### config.mk
export PLATFORM = sky130hd
export DESIGN_NAME = exact_byte_pattern_matcher_unit_flat
export DESIGN_NICKNAME = d
export VERILOG_FILES = /design/src/hdl/epm_pkg.sv /design/src/hdl/epm_if.sv /design/src/hdl/epm_cell.sv /design/src/hdl/epm_position.sv /design/src/hdl/exact_byte_pattern_matcher_unit.sv /design/src/flat_wrapper.sv
export VERILOG_INCLUDE_DIRS = /design/src /design/src/hdl
export SDC_FILE = /design/constraint.sdc
export NUM_CORES = 1
export LEC_CHECK = 0
export ABC_AREA = 1
export BUFFER_PORTS_ARGS = -buffer_cell sky130_fd_sc_hd__buf_4
export CAP_MARGIN = 20
export CELL_PAD_IN_SITES_DETAIL_PLACEMENT = 1
export CELL_PAD_IN_SITES_GLOBAL_PLACEMENT = 2
export CORE_MARGIN = 2
export CORE_UTILIZATION = 31
export CTS_CLUSTER_SIZE = 40
export DETAILED_ROUTE_END_ITERATION = 12
export GPL_ROUTABILITY_DRIVEN = 1
export MAX_ROUTING_LAYER = met4
export PLACE_DENSITY = 0.8
export SLEW_MARGIN = 30
export SYNTH_ARGS = -nofsm -noshare
export SYNTH_HDL_FRONTEND = slang
export SYNTH_SLANG_ARGS = --single-unit
export TNS_END_PERCENT = 1
### constraint.sdc
create_clock -name i_clk -period 4.7 [get_ports i_clk]
set_input_delay 0.235 -clock i_clk [delete_from_list [all_inputs] [get_ports i_clk]]
set_output_delay 0.235 -clock i_clk [all_outputs]
set_load 0.03 [all_outputs]
### src/hdl/exact_byte_pattern_matcher_unit_macros.svh
// ---------------------------------------------------------------------------
// Assertion macros for the exact byte pattern matcher
// Shared helpers for the concurrent checks at the end of the top level.
// ---------------------------------------------------------------------------
`ifndef EXACT_BYTE_PATTERN_MATCHER_UNIT_MACROS_SVH
`define EXACT_BYTE_PATTERN_MATCHER_UNIT_MACROS_SVH

// Same-cycle implication, disabled while reset is asserted
`define EPM_ASSERT_IMPLIES(label, clk, rst_n, ante, cons) \
    label: assert property (@(posedge clk) disable iff (!rst_n) (ante) |-> (cons)) \
        else $error("epm: same-cycle check failed");

// Next-cycle implication, disabled while reset is asserted
`define EPM_ASSERT_NEXT(label, clk, rst_n, ante, cons) \
    label: assert property (@(posedge clk) disable iff (!rst_n) (ante) |=> (cons)) \
        else $error("epm: next-cycle check failed");

`endif

### src/hdl/epm_pkg.sv
// ---------------------------------------------------------------------------
// epm_pkg
// Constants, register codes and shared types of the byte pattern matcher.
// ---------------------------------------------------------------------------
package epm_pkg;

    // Needle register capacity in bytes (two 64-bit registers)
    localparam int NEEDLE_REG_BYTES = 16;

    // Field widths
    localparam int LEN_W       = 5;
    localparam int INDEX_W     = 32;
    localparam int CFG_INDEX_W = 3;
    localparam int CFG_DATA_W  = 64;

    // Configuration register indexes
    localparam logic [CFG_INDEX_W-1:0] REG_NEEDLE_LOW    = 3'd0;
    localparam logic [CFG_INDEX_W-1:0] REG_NEEDLE_HIGH   = 3'd1;
    localparam logic [CFG_INDEX_W-1:0] REG_NEEDLE_LENGTH = 3'd2;
    localparam logic [CFG_INDEX_W-1:0] REG_START_INDEX   = 3'd3;
    localparam logic [CFG_INDEX_W-1:0] REG_END_INDEX     = 3'd4;
    localparam logic [CFG_INDEX_W-1:0] REG_END_LIMIT_ON  = 3'd5;

    // Per-beat control handed to the cells and the position counter
    typedef struct packed {
        logic advance;   // an input beat is taken this cycle
        logic restart;   // that beat is the last of its sequence
    } t_step_ctrl;

endpackage

### src/hdl/epm_if.sv
// ---------------------------------------------------------------------------
// epm_if
// Valid/ready channels of the matcher: byte input, result output, config.
// ---------------------------------------------------------------------------
interface epm_in_if;
    logic       valid;
    logic       ready;
    logic [7:0] data_byte;
    logic       last_byte;

    modport source (output valid, output data_byte, output last_byte, input ready);
    modport sink   (input valid, input data_byte, input last_byte, output ready);
endinterface

interface epm_out_if;
    logic                        valid;
    logic                        ready;
    logic                        match_found;
    logic [epm_pkg::INDEX_W-1:0] match_start;
    logic                        sequence_end;

    modport source (output valid, output match_found, output match_start,
                    output sequence_end, input ready);
    modport sink   (input valid, input match_found, input match_start,
                    input sequence_end, output ready);
endinterface

interface epm_cfg_if;
    logic                            valid;
    logic                            ready;
    logic [epm_pkg::CFG_INDEX_W-1:0] index;
    logic [epm_pkg::CFG_DATA_W-1:0]  data;

    modport source (output valid, output index, output data, input ready);
    modport sink   (input valid, input index, input data, output ready);
endinterface

### src/hdl/epm_cell.sv
// ---------------------------------------------------------------------------
// epm_cell
// One window cell: holds one recent byte, hands it to the next cell on every
// taken beat and compares the byte at its place with the aligned needle byte.
// ---------------------------------------------------------------------------
module epm_cell (
    input  logic                i_clk,
    input  logic                i_rst_n,
    input  epm_pkg::t_step_ctrl i_ctrl,
    input  logic [7:0]          i_byte,
    input  logic [7:0]          i_needle_byte,
    input  logic                i_active,
    output logic [7:0]          o_byte,
    output logic                o_ok
);

    logic [7:0] r_byte;

    // Byte at this place of the window, shifted on; cleared after the last beat
    always_ff @(posedge i_clk) begin
        if (!i_rst_n) begin
            r_byte <= 8'h00;
        end else if (i_ctrl.advance) begin
            r_byte <= i_ctrl.restart ? 8'h00 : i_byte;
        end
    end

    // Places beyond the needle length do not take part
    assign o_ok   = !i_active || (i_byte == i_needle_byte);
    assign o_byte = r_byte;

endmodule

### src/hdl/epm_position.sv
// ---------------------------------------------------------------------------
// epm_position
// Saturating index of the next byte; back to zero after the last beat.
// ---------------------------------------------------------------------------
module epm_position #(
    parameter int POSITION_WIDTH = 32
) (
    input  logic                      i_clk,
    input  logic                      i_rst_n,
    input  epm_pkg::t_step_ctrl       i_ctrl,
    output logic [POSITION_WIDTH-1:0] o_pos
);

    logic [POSITION_WIDTH-1:0] r_pos;
    logic [POSITION_WIDTH-1:0] n_pos;

    // Stop at all ones, restart at sequence end
    always_comb begin
        if (i_ctrl.restart) begin
            n_pos = '0;
        end else if (&r_pos) begin
            n_pos = r_pos;
        end else begin
            n_pos = r_pos + POSITION_WIDTH'(1);
        end
    end

    always_ff @(posedge i_clk) begin
        if (!i_rst_n) begin
            r_pos <= '0;
        end else if (i_ctrl.advance) begin
            r_pos <= n_pos;
        end
    end

    assign o_pos = r_pos;

endmodule

### src/hdl/exact_byte_pattern_matcher_unit.sv
// ---------------------------------------------------------------------------
// exact_byte_pattern_matcher_unit
// Reports every (overlapping) occurrence of a configured needle in a byte
// stream, one result beat per input byte.
// ---------------------------------------------------------------------------
// Usage:
//   i_in   : one byte per beat, last_byte marks the final byte of a sequence.
//   o_out  : one result beat per input beat, in order. match_found is set
//            when the needle ends on that byte inside the start/end window;
//            match_start then gives the index of its first byte.
//            sequence_end echoes last_byte.
//   i_cfg  : register writes (needle, length, window); always ready, and
//            only to be used while no beat is in flight.
// Results follow in the cycle after their input beat; throughput is one byte
// per cycle unless stalled, set by the row of byte cells compared in parallel
// with the needle and the window compare that feeds the output register.
// Reset clears the cells, the position counter and the output valid flag and
// loads the register defaults (length 1, end limit off).
// When the receiver stalls, the result stays in the output register and the
// input is held off until it is taken; nothing is dropped.
// ---------------------------------------------------------------------------
`include "exact_byte_pattern_matcher_unit_macros.svh"

module exact_byte_pattern_matcher_unit #(
    parameter int MAX_NEEDLE     = 16,
    parameter int POSITION_WIDTH = 32
) (
    input  logic           i_clk,
    input  logic           i_rst_n,
    epm_in_if.sink         i_in,
    epm_cfg_if.sink        i_cfg,
    epm_out_if.source      o_out
);

    localparam int NCELL = (MAX_NEEDLE < epm_pkg::NEEDLE_REG_BYTES)
                         ? MAX_NEEDLE : epm_pkg::NEEDLE_REG_BYTES;
    localparam int SELW  = (NCELL > 1) ? $clog2(NCELL) : 1;
    localparam int CW    = (POSITION_WIDTH > epm_pkg::INDEX_W)
                         ? POSITION_WIDTH : epm_pkg::INDEX_W;

    // Configuration registers
    logic [63:0]                 r_needle_low;
    logic [63:0]                 r_needle_high;
    logic [epm_pkg::LEN_W-1:0]   r_needle_length;
    logic [epm_pkg::INDEX_W-1:0] r_start_index;
    logic [epm_pkg::INDEX_W-1:0] r_end_index;
    logic                        r_end_limit_on;

    assign i_cfg.ready = 1'b1;

    always_ff @(posedge i_clk) begin
        if (!i_rst_n) begin
            r_needle_low    <= '0;
            r_needle_high   <= '0;
            r_needle_length <= epm_pkg::LEN_W'(1);
            r_start_index   <= '0;
            r_end_index     <= '1;
            r_end_limit_on  <= 1'b0;
        end else if (i_cfg.valid) begin
            unique case (i_cfg.index)
                epm_pkg::REG_NEEDLE_LOW:    r_needle_low    <= i_cfg.data;
                epm_pkg::REG_NEEDLE_HIGH:   r_needle_high   <= i_cfg.data;
                epm_pkg::REG_NEEDLE_LENGTH: r_needle_length <= i_cfg.data[epm_pkg::LEN_W-1:0];
                epm_pkg::REG_START_INDEX:   r_start_index   <= i_cfg.data[epm_pkg::INDEX_W-1:0];
                epm_pkg::REG_END_INDEX:     r_end_index     <= i_cfg.data[epm_pkg::INDEX_W-1:0];
                epm_pkg::REG_END_LIMIT_ON:  r_end_limit_on  <= i_cfg.data[0];
                default: ;
            endcase
        end
    end

    // Handshake and per-beat control
    logic                r_valid;
    logic                w_in_ready;
    epm_pkg::t_step_ctrl w_ctrl;

    assign w_in_ready     = !r_valid || o_out.ready;
    assign i_in.ready     = w_in_ready;
    assign w_ctrl.advance = i_in.valid && w_in_ready;
    assign w_ctrl.restart = i_in.last_byte;

    // Needle length in use
    logic [epm_pkg::LEN_W-1:0]  w_len_m1;
    logic                       w_len_ok;

    assign w_len_m1    = r_needle_length - epm_pkg::LEN_W'(1);
    assign w_len_ok    = (r_needle_length != '0)
                      && (r_needle_length <= epm_pkg::LEN_W'(NCELL));

    // Row of byte cells; place k of the window is the byte k beats back,
    // compared with needle byte length-1-k
    logic [NCELL:0][7:0]   w_chain;
    logic [NCELL-1:0][7:0] w_needle;
    logic [NCELL-1:0]      w_ok;

    assign w_chain[0] = i_in.data_byte;

    genvar k;
    generate
        for (k = 0; k < NCELL; k++) begin : g_cell
            logic [epm_pkg::LEN_W-1:0] w_idx;
            logic                      w_active;

            if (k < 8) begin : g_lo
                assign w_needle[k] = r_needle_low[8*k +: 8];
            end else begin : g_hi
                assign w_needle[k] = r_needle_high[8*(k-8) +: 8];
            end

            assign w_idx    = w_len_m1 - epm_pkg::LEN_W'(k);
            assign w_active = (epm_pkg::LEN_W'(k) <= w_len_m1);

            epm_cell u_cell (
                .i_clk         (i_clk),
                .i_rst_n       (i_rst_n),
                .i_ctrl        (w_ctrl),
                .i_byte        (w_chain[k]),
                .i_needle_byte (w_needle[w_idx[SELW-1:0]]),
                .i_active      (w_active),
                .o_byte        (w_chain[k+1]),
                .o_ok          (w_ok[k])
            );
        end
    endgenerate

    // Position of the current byte
    logic [POSITION_WIDTH-1:0] w_pos;

    epm_position #(
        .POSITION_WIDTH (POSITION_WIDTH)
    ) u_position (
        .i_clk   (i_clk),
        .i_rst_n (i_rst_n),
        .i_ctrl  (w_ctrl),
        .o_pos   (w_pos)
    );

    // Enough bytes of this sequence, needle equal, and inside the window
    logic                       w_all_eq;
    logic                       w_enough;
    logic [POSITION_WIDTH-1:0]  w_first;
    logic [CW-1:0]              w_first_cw;
    logic [CW-1:0]              w_pos_cw;
    logic                       w_in_window;
    logic                       w_found;

    assign w_all_eq    = &w_ok;
    assign w_pos_cw    = CW'(w_pos);
    assign w_enough    = (w_pos_cw >= CW'(w_len_m1));
    assign w_first     = w_pos - POSITION_WIDTH'(w_len_m1);
    assign w_first_cw  = CW'(w_first);
    assign w_in_window = (w_first_cw >= CW'(r_start_index))
                      && (!r_end_limit_on || (w_pos_cw < CW'(r_end_index)));
    assign w_found     = w_len_ok && w_enough && w_all_eq && w_in_window;

    // Output register
    logic                        r_match_found;
    logic [epm_pkg::INDEX_W-1:0] r_match_start;
    logic                        r_sequence_end;

    always_ff @(posedge i_clk) begin
        if (!i_rst_n) begin
            r_valid <= 1'b0;
        end else if (w_in_ready) begin
            r_valid <= i_in.valid;
        end
    end

    always_ff @(posedge i_clk) begin
        if (w_ctrl.advance) begin
            r_match_found  <= w_found;
            r_match_start  <= w_found ? w_first_cw[epm_pkg::INDEX_W-1:0] : '0;
            r_sequence_end <= i_in.last_byte;
        end
    end

    assign o_out.valid        = r_valid;
    assign o_out.match_found  = r_match_found;
    assign o_out.match_start  = r_match_start;
    assign o_out.sequence_end = r_sequence_end;

    // Checks
    `EPM_ASSERT_NEXT(a_beat_gives_result, i_clk, i_rst_n, w_ctrl.advance, r_valid)
    `EPM_ASSERT_NEXT(a_last_restarts_pos, i_clk, i_rst_n, w_ctrl.advance && w_ctrl.restart, w_pos == '0)
    `EPM_ASSERT_NEXT(a_last_clears_row, i_clk, i_rst_n, w_ctrl.advance && w_ctrl.restart, w_chain[NCELL] == 8'h00)
    `EPM_ASSERT_IMPLIES(a_no_match_zero_start, i_clk, i_rst_n, r_valid && !r_match_found, r_match_start == '0)

endmodule
### src/flat_wrapper.sv
// flat-port wrapper written by rule: the top's interface ports become plain ports
module exact_byte_pattern_matcher_unit_flat 
#(
    parameter int MAX_NEEDLE     = 16,
    parameter int POSITION_WIDTH = 32
)
  (i_clk, i_rst_n, i_in_valid, i_in_data_byte, i_in_last_byte, i_in_ready, i_cfg_valid, i_cfg_index, i_cfg_data, i_cfg_ready, o_out_valid, o_out_match_found, o_out_match_start, o_out_sequence_end, o_out_ready);
  epm_in_if i_in_i ();
  epm_cfg_if i_cfg_i ();
  epm_out_if o_out_i ();
  input  logic i_clk;
  input  logic i_rst_n;
  input wire logic [$bits(i_in_i.valid)-1:0] i_in_valid;
  input wire logic [$bits(i_in_i.data_byte)-1:0] i_in_data_byte;
  input wire logic [$bits(i_in_i.last_byte)-1:0] i_in_last_byte;
  output wire logic [$bits(i_in_i.ready)-1:0] i_in_ready;
  input wire logic [$bits(i_cfg_i.valid)-1:0] i_cfg_valid;
  input wire logic [$bits(i_cfg_i.index)-1:0] i_cfg_index;
  input wire logic [$bits(i_cfg_i.data)-1:0] i_cfg_data;
  output wire logic [$bits(i_cfg_i.ready)-1:0] i_cfg_ready;
  output wire logic [$bits(o_out_i.valid)-1:0] o_out_valid;
  output wire logic [$bits(o_out_i.match_found)-1:0] o_out_match_found;
  output wire logic [$bits(o_out_i.match_start)-1:0] o_out_match_start;
  output wire logic [$bits(o_out_i.sequence_end)-1:0] o_out_sequence_end;
  input wire logic [$bits(o_out_i.ready)-1:0] o_out_ready;
  assign i_in_i.valid = i_in_valid;
  assign i_in_i.data_byte = i_in_data_byte;
  assign i_in_i.last_byte = i_in_last_byte;
  assign i_in_ready = i_in_i.ready;
  assign i_cfg_i.valid = i_cfg_valid;
  assign i_cfg_i.index = i_cfg_index;
  assign i_cfg_i.data = i_cfg_data;
  assign i_cfg_ready = i_cfg_i.ready;
  assign o_out_valid = o_out_i.valid;
  assign o_out_match_found = o_out_i.match_found;
  assign o_out_match_start = o_out_i.match_start;
  assign o_out_sequence_end = o_out_i.sequence_end;
  assign o_out_i.ready = o_out_ready;
  exact_byte_pattern_matcher_unit #(.MAX_NEEDLE(MAX_NEEDLE), .POSITION_WIDTH(POSITION_WIDTH)) u_core (.i_clk(i_clk), .i_rst_n(i_rst_n), .i_in(i_in_i), .i_cfg(i_cfg_i), .o_out(o_out_i));
endmodule
Word-level counts from Yosys, hierarchy flattened
Index checks and enable logic that the tools add are counted.
{"block": "word_totals", "regBits": 385, "output_inout_bits": 37, "elab_cells": 204}
{"block": "classes", "add_sub_neg": 18, "n_lt_le_gt_ge": 36, "n_eq_ne": 22, "n_mux": 49, "reduce_logical": 53}
{"operator": "8-bit binary-select mux with 4-bit select", "count": 16}
{"operator": "8-bit 2-to-1 mux", "count": 31}
{"operator": "8-bit equality test", "count": 16}
{"operator": "4-bit by 5-bit < comparator with 1-bit output, second input constant", "count": 16}
{"operator": "32-bit 2-to-1 mux", "count": 2}
{"operator": "4-bit by 5-bit <= comparator with 1-bit output, first input constant", "count": 8}
{"operator": "32-bit by 1-bit adder with 32-bit output, second input constant", "count": 1}
{"operator": "32-bit >= comparator", "count": 1}
{"operator": "32-bit by 5-bit >= comparator with 1-bit output", "count": 1}
{"operator": "32-bit < comparator", "count": 1}
{"operator": "32-bit AND reduction", "count": 1}
{"operator": "32-bit by 5-bit subtractor with 32-bit output", "count": 1}
{"operator": "4-bit subtractor, second input constant", "count": 8}
{"operator": "3-bit by 5-bit <= comparator with 1-bit output, first input constant", "count": 4}
{"operator": "1-bit logical NOT", "count": 18}
{"operator": "1-bit logical OR", "count": 18}
{"operator": "16-bit AND reduction", "count": 1}
{"operator": "4-bit by 3-bit subtractor with 4-bit output, second input constant", "count": 4}
{"operator": "2-bit AND reduction", "count": 7}
{"operator": "1-bit by 5-bit <= comparator with 1-bit output, first input constant", "count": 2}
{"operator": "2-bit by 5-bit <= comparator with 1-bit output, first input constant", "count": 2}
{"operator": "4-bit by 2-bit subtractor with 4-bit output, second input constant", "count": 2}
{"operator": "3-bit by 2-bit equality test with 1-bit output, second input constant", "count": 2}
{"operator": "3-bit equality test, second input constant", "count": 2}
{"operator": "8 further kinds", "count": 13}

Longest topological paths before layout
{"block": "depth", "ltp_word": 9, "mapped_depth": 35, "depth_no_buf": 31}

By module
From an unflattened synthesis, not the netlist that was laid out.
{"block": "unflattened", "cells_unflattened": 4318, "area_unflattened_um2": 26461.6}
{"mod": "exact_byte_pattern_matcher_unit", "instances": 1, "cells_each": 2766, "area_per_inst_um2": 16953.8, "seq_area_each_um2": 5004.8}
{"mod": "epm_cell", "instances": 16, "cells_each": 70, "area_per_inst_um2": 449.2, "seq_area_each_um2": 160.2}
{"mod": "epm_position", "instances": 1, "cells_each": 432, "area_per_inst_um2": 2321.0, "seq_area_each_um2": 640.6}

Least setup slack after synthesis
No wires, ideal clock.
{"block": "synth_path", "kind": "register to register", "from": "register u_core.r_needle_length[0] in the netlist's numbering", "to": "register u_core.r_match_start, in the netlist u_core.o_out.match_start[27], data pin", "setup_ps": 138, "arrival_time_ps": 4908, "slack_ps": -347, "stages_incl_launch_ff": 36, "synth_period_minus_slack_ps": 5047, "path_cell_list": "dfxtp_1 > inv_2 > buf_2 > buf_2 > ha_1 > inv_2 > nand2_1 > nand2_2 > buf_2 > ha_1 > a21oi_1 > o21ai_0 > nand2_1 > nand3_1 > nand2_1 > nand2_1 > nor2_1 > nand4_1 > nor2_2 > nand2_1 > xor2_1 > inv_1 > ha_1 > nand2_1 > inv_1 > nand3_1 > nor3_1 > nand4_1 > o21ai_0 > nor2_1 > a21oi_1 > nand2_1 > nor2_1 > nand3_2 > buf_6 > nor2_1"}
{"block": "synth_via", "elab_cells_between_ends": 123, "cone_classes": "17 x add/sub; 19 x order compare; 16 x eq/ne; 32 x mux; 39 x reduce/logical"}
{"element": "from (decl)", "line_no": "exact_byte_pattern_matcher_unit.sv:44", "rtl": "logic [epm_pkg::LEN_W-1:0] r_needle_length;"}
{"element": "from (signal assigned)", "line_no": "exact_byte_pattern_matcher_unit.sv:55", "rtl": "r_needle_length <= epm_pkg::LEN_W'(1);"}
{"element": "from (signal assigned)", "line_no": "exact_byte_pattern_matcher_unit.sv:63", "rtl": "epm_pkg::REG_NEEDLE_LENGTH: r_needle_length <= i_cfg.data[epm_pkg::LEN_W-1:0];"}
{"element": "5-bit by 1-bit subtractor with 5-bit output", "line_no": "exact_byte_pattern_matcher_unit.sv:86", "rtl": "assign w_len_m1 = r_needle_length - epm_pkg::LEN_W'(1);"}
{"element": "32-bit by 5-bit subtractor with 32-bit output", "line_no": "exact_byte_pattern_matcher_unit.sv:150", "rtl": "assign w_first = w_pos - POSITION_WIDTH'(w_len_m1);"}
{"element": "named net u_core.w_first[31]", "line_no": "exact_byte_pattern_matcher_unit.sv:141", "rtl": "logic [POSITION_WIDTH-1:0] w_first;"}
{"element": "32-bit >= comparator", "line_no": "exact_byte_pattern_matcher_unit.sv:152", "rtl": "assign w_in_window = (w_first_cw >= CW'(r_start_index))"}
{"element": "1-bit logical AND", "line_no": "exact_byte_pattern_matcher_unit.sv:153", "rtl": "&& (!r_end_limit_on || (w_pos_cw < CW'(r_end_index)));"}
{"element": "1-bit logical AND", "line_no": "exact_byte_pattern_matcher_unit.sv:154", "rtl": "assign w_found = w_len_ok && w_enough && w_all_eq && w_in_window;"}
{"element": "to (signal assigned)", "line_no": "exact_byte_pattern_matcher_unit.sv:172", "rtl": "r_match_start <= w_found ? w_first_cw[epm_pkg::INDEX_W-1:0] : '0;"}
{"element": "to (decl)", "line_no": "exact_byte_pattern_matcher_unit.sv:158", "rtl": "logic [epm_pkg::INDEX_W-1:0] r_match_start;"}
The timed path passes the listed nets, and every way through them passes these cells. The select of a mux whose other input is x is not followed.
A chain may end at the register's enable or synchronous reset.

Worst setup path after layout
{"block": "layout_path", "from": "register u_core.r_needle_length[0] in the netlist's numbering", "to": "register u_core.r_match_start, in the netlist u_core.o_out.match_start[12], data pin"}
The elaborated chain is that of the path after synthesis.

==> results.md <==
* Crit path time final at 4.757 ns
* WHS Endpoint: u_core.r_end_index[15]
* Fmax at 210.2 MHz
* Drt pass-1 iters at 5
* Netlist cell types at 47
* Via Count at 30650
* Num CTS Buffers at 49
* Final ANT Viol Nets at 0
* FP Rows at 107
* Core Area at 85010 sq um
* Worst min path class: primary input to flop
* Critical Path Fanout Max at 8
* Final setup viols at 32
* DIE HEIGHT at 296.6 microns
* # placed instances at 5532
* Power Total at 11100 uW
* Flip-flop and latch area at 8053 sq um
* Max cap viols at 0
* # fillers at 11010
* Hold Path Origin: i_rst_n
* Reg2Reg Capture Point: u_core.o_out.match_start[12]
* Status: complete, but fails checks
* Fin worst setup slack at -0.05732 ns
* Tot GR Track Use at 30.71%
* Initial DRC Count at 2713
* Final Instance Count excl. Fillers at 5727
* TritonCTS Sinks at 385
* WS Path Type: flop to flop
* Ys Warns at 0
* Syn Nets at 4507
* Worst Setup End Kind: flop
* Area grow syn2layout at 22.58%
* Mean Syn Cell Area at 6.106 sq um
* Multi-input logic area at 16520 sq um
* Setup crit start: u_core.r_needle_length[0]
* Failing checks: negative setup slack
* PortBufs at 116
* Fin nets at 4701
* Post-Synthesis Cells at 4347
* Clock skew at 0.04313 ns
* Worst rel slew slack at 38.37%
* Maximum clock path buffer count at 3
* Seq cells post-synth at 385
* Asr flop ratio synth at 0%
* Unrepaired setup endpoints after global routing: yes
* Worst reg2reg setup slack at -0.06 ns
* Share of post-route cells with drive strength above 1 at 11.72%
* R2r startpoint: u_core.r_needle_length[0]
* Least-Margin Pin Slew at 0.9174 ns
* DRC Markers at 0
* CTS tree: yes
* Worst Path Arrival at 5.24 ns
* Sequential element share of the synthesized area at 30.32%
* Period utilization at 101.2%
* Clock slew at reported path FFs at 0.06 ns
* Leak Pwr at 0.01496 uW
* Primary FF master, synth: dfxtp_1
* Initial antenna violation count at 2
* WHS Path Cells at 2
* Largest net degree at the start of global routing at 164
* Die area at 87980 sq um
* Vias/cell at 5.353
* Root buffer cell: clkbuf_16
* Final Cell Area at 32540 sq um
* Vias in the first global route at 29070
* GRT overflow at 0
* Final hold vios at 0
* GP Congestion at 0.9944
* Initial Util at 31.22%
* Post-synth EDFFs at 34
* WP data required at 5.18 ns
* Slowest CP cell: dfxtp_4
* HPWL Detailed at 100.2 mm
* Dpl cell area at 29290 sq um
* Top-Level Pins at 118
* Peak supply drop at 0.0002973 V
* Power Density at 341.2 nW/um^2
* Startpoint Class: flop
* Htree depth at 2
* Synth Cell Area at 26540 sq um
* Routed len/inst at 23.19 microns
* Die width at 296.6 microns
* Worst r2r path cells at 32
* Drt total wl at 132.8 mm
* Clock Latency Late Sink at 0.65 ns
* Final slew viol count at 0
* First-pass GRT wire length at 194.7 mm
* Max stage delay on crit path at 0.35 ns
## cells by family after synthesis
| kind of cell | Yosys count | share of synthesized area, % |
|---|---|---|
| AOI/OAI and AO/OA | 627 | 13.15 |
| xor gates and xnor gates | 62 | 2.074 |
| adders and majority gates | 79 | 3.752 |
| buffers and inverters | 551 | 8.866 |
| DFF | 385 | 30.32 |
| other | 1 | 0.01413 |
| and+or+nand+nor | 2642 | 41.82 |
## cell type report
| cell class | count | area share, % |
|---|---|---|
| inverter | 302 | 3.522 |
| antenna | 1 | 0.007691 |
| tap | 1144 | 4.399 |
| clock inverter | 34 | 1.630 |
| multi-input combinational | 3411 | 50.77 |
| sequential | 385 | 24.75 |
| timing repair buffer | 392 | 10.80 |
| clock buffer | 58 | 4.122 |
## where the power goes
part	internal, uW	total, uW	switching (uW)
Clock	2680	4450	1770
Sequential	3430	3520	95.4
Combinational	1060	3130	2080
Total	7160	11100	3940
## flip-flops by register name, indices dropped and copies added (netlist names)
name / flops
u_core.o_out.match_start: 32
u_core.o_out.match_found: 1
u_core.r_end_index: 32
u_core.u_position.o_pos: 32
u_core.o_out.valid: 1
u_core.o_out.sequence_end: 1
u_core.r_start_index: 32
u_core.r_needle_length: 5
u_core.r_needle_high: 64
u_core.r_needle_low: 64
u_core.g_cell.u_cell.o_byte: 120
u_core.r_end_limit_on: 1
## how the worst max path moves through the flow
stage                                   end
2_1_floorplan  u_core.o_out.match_start[27]
3_3_place_gp   u_core.o_out.match_start[31]
3_5_place_dp   u_core.o_out.match_start[27]
4_1_cts        u_core.o_out.match_start[12]
5_1_grt        u_core.o_out.match_start[31]
6_report       u_core.o_out.match_start[12]
## cell usage in the layout (no fill, tap or decap), types with 5 or more instances in the layout
master and count:
nand2_1 1589, nand3_1 516, dfxtp_1 349, nor2_1 313, inv_1 283, buf_4 282
a21oi_1 254, o21ai_0 218, dlygate4sd3_1 76, ha_1 70, a211oi_1 66, o211ai_1 52
clkbuf_16 50, xor2_1 45, nand3b_1 45, nor3_1 43, edfxtp_1 34, nor2_2 30
nand4_1 25, nand2_2 24, buf_12 23, o21ai_1 17, nor2_4 16, nor4_1 12
inv_2 11, bufinv_16 11, xnor2_1 10, nand2_4 7, ha_4 7, buf_6 7
nand3_2 6, xor2_2 6, clkinvlp_4 6, clkbuf_8 6, clkinv_2 6, inv_4 5
or2_2 5
## layer usage
layer | vias up | share of wire, % | track usage, %
li1 | 14570 | - | -
met4 | 0 | 3.1 | 8.463
met3 | 164 | 7.0 | 4.214
met5 | - | 0 | -
met1 | 14980 | 48 | 44.17
met2 | 945 | 42 | 44.54
## synthesized netlist by cell type, drive strengths merged (2+ instances only)
library cell  count  area share, %
a211oi           66            1.9
a21oi           256            4.9
a31oi             2          0.047
and2              3          0.071
buf             110            2.6
clkbuf          139            2.0
clkinv            7          0.099
dfxtp           351             26
edfxtp           34            3.8
ha               78            3.7
inv             295            4.2
nand2          1620             23
nand3           524            9.9
nand3b           45            1.3
nand4            25           0.59
nor2            359            5.4
nor3             46           0.91
nor4             12           0.28
o2111ai           2          0.066
o211ai           52            1.5
o21a              2          0.057
o21ai           237            4.5
o21bai            2          0.057
o221ai            5           0.16
or2               7           0.16
xnor2            10           0.33
xor2             52            1.7
## metrics by stage
step,TNS (ns),util [%],hold WS (ns),worst slack (ns)
finish,-1.070,38.28,0.05687,-0.05732
global route,-9.093,38.27,0.05819,-0.3042
CTS,-0.09666,38.02,0.01505,-0.02185
detailed placement,-8.054,34.45,0.4537,-0.2719
global placement,-3.388,34.45,0.4530,-0.1180
floorplan,0,-,0.3339,0.002510
## critical path, delay by kind of cell (launching register included)
| kind | cells | cell delay [ns] |
|---|---|---|
| buffers and inverters | 8 | 0.93 |
| adder cells (fa/ha/maj) | 3 | 0.66 |
| flip-flops | 1 | 0.35 |
| XOR/XNOR | 1 | 0.19 |
| AND/OR/NAND/NOR | 17 | 2.00 |
| AO/OA/AOI/OAI | 3 | 0.46 |
## timing repair
| action | in CTS | in global routing |
|---|---|---|
| resized for setup | 43 | 40 |
| setup buffers | 19 | 4 |
| gates cloned | 3 | 0 |
| hold buffers | 76 | 0 |
| endpoints found under the setup margin | 33 | 33 |
| pin swaps | 20 | 18 |
| hold endpoints to repair | 189 | 0 |
Power figures use the tool's default switching activity.
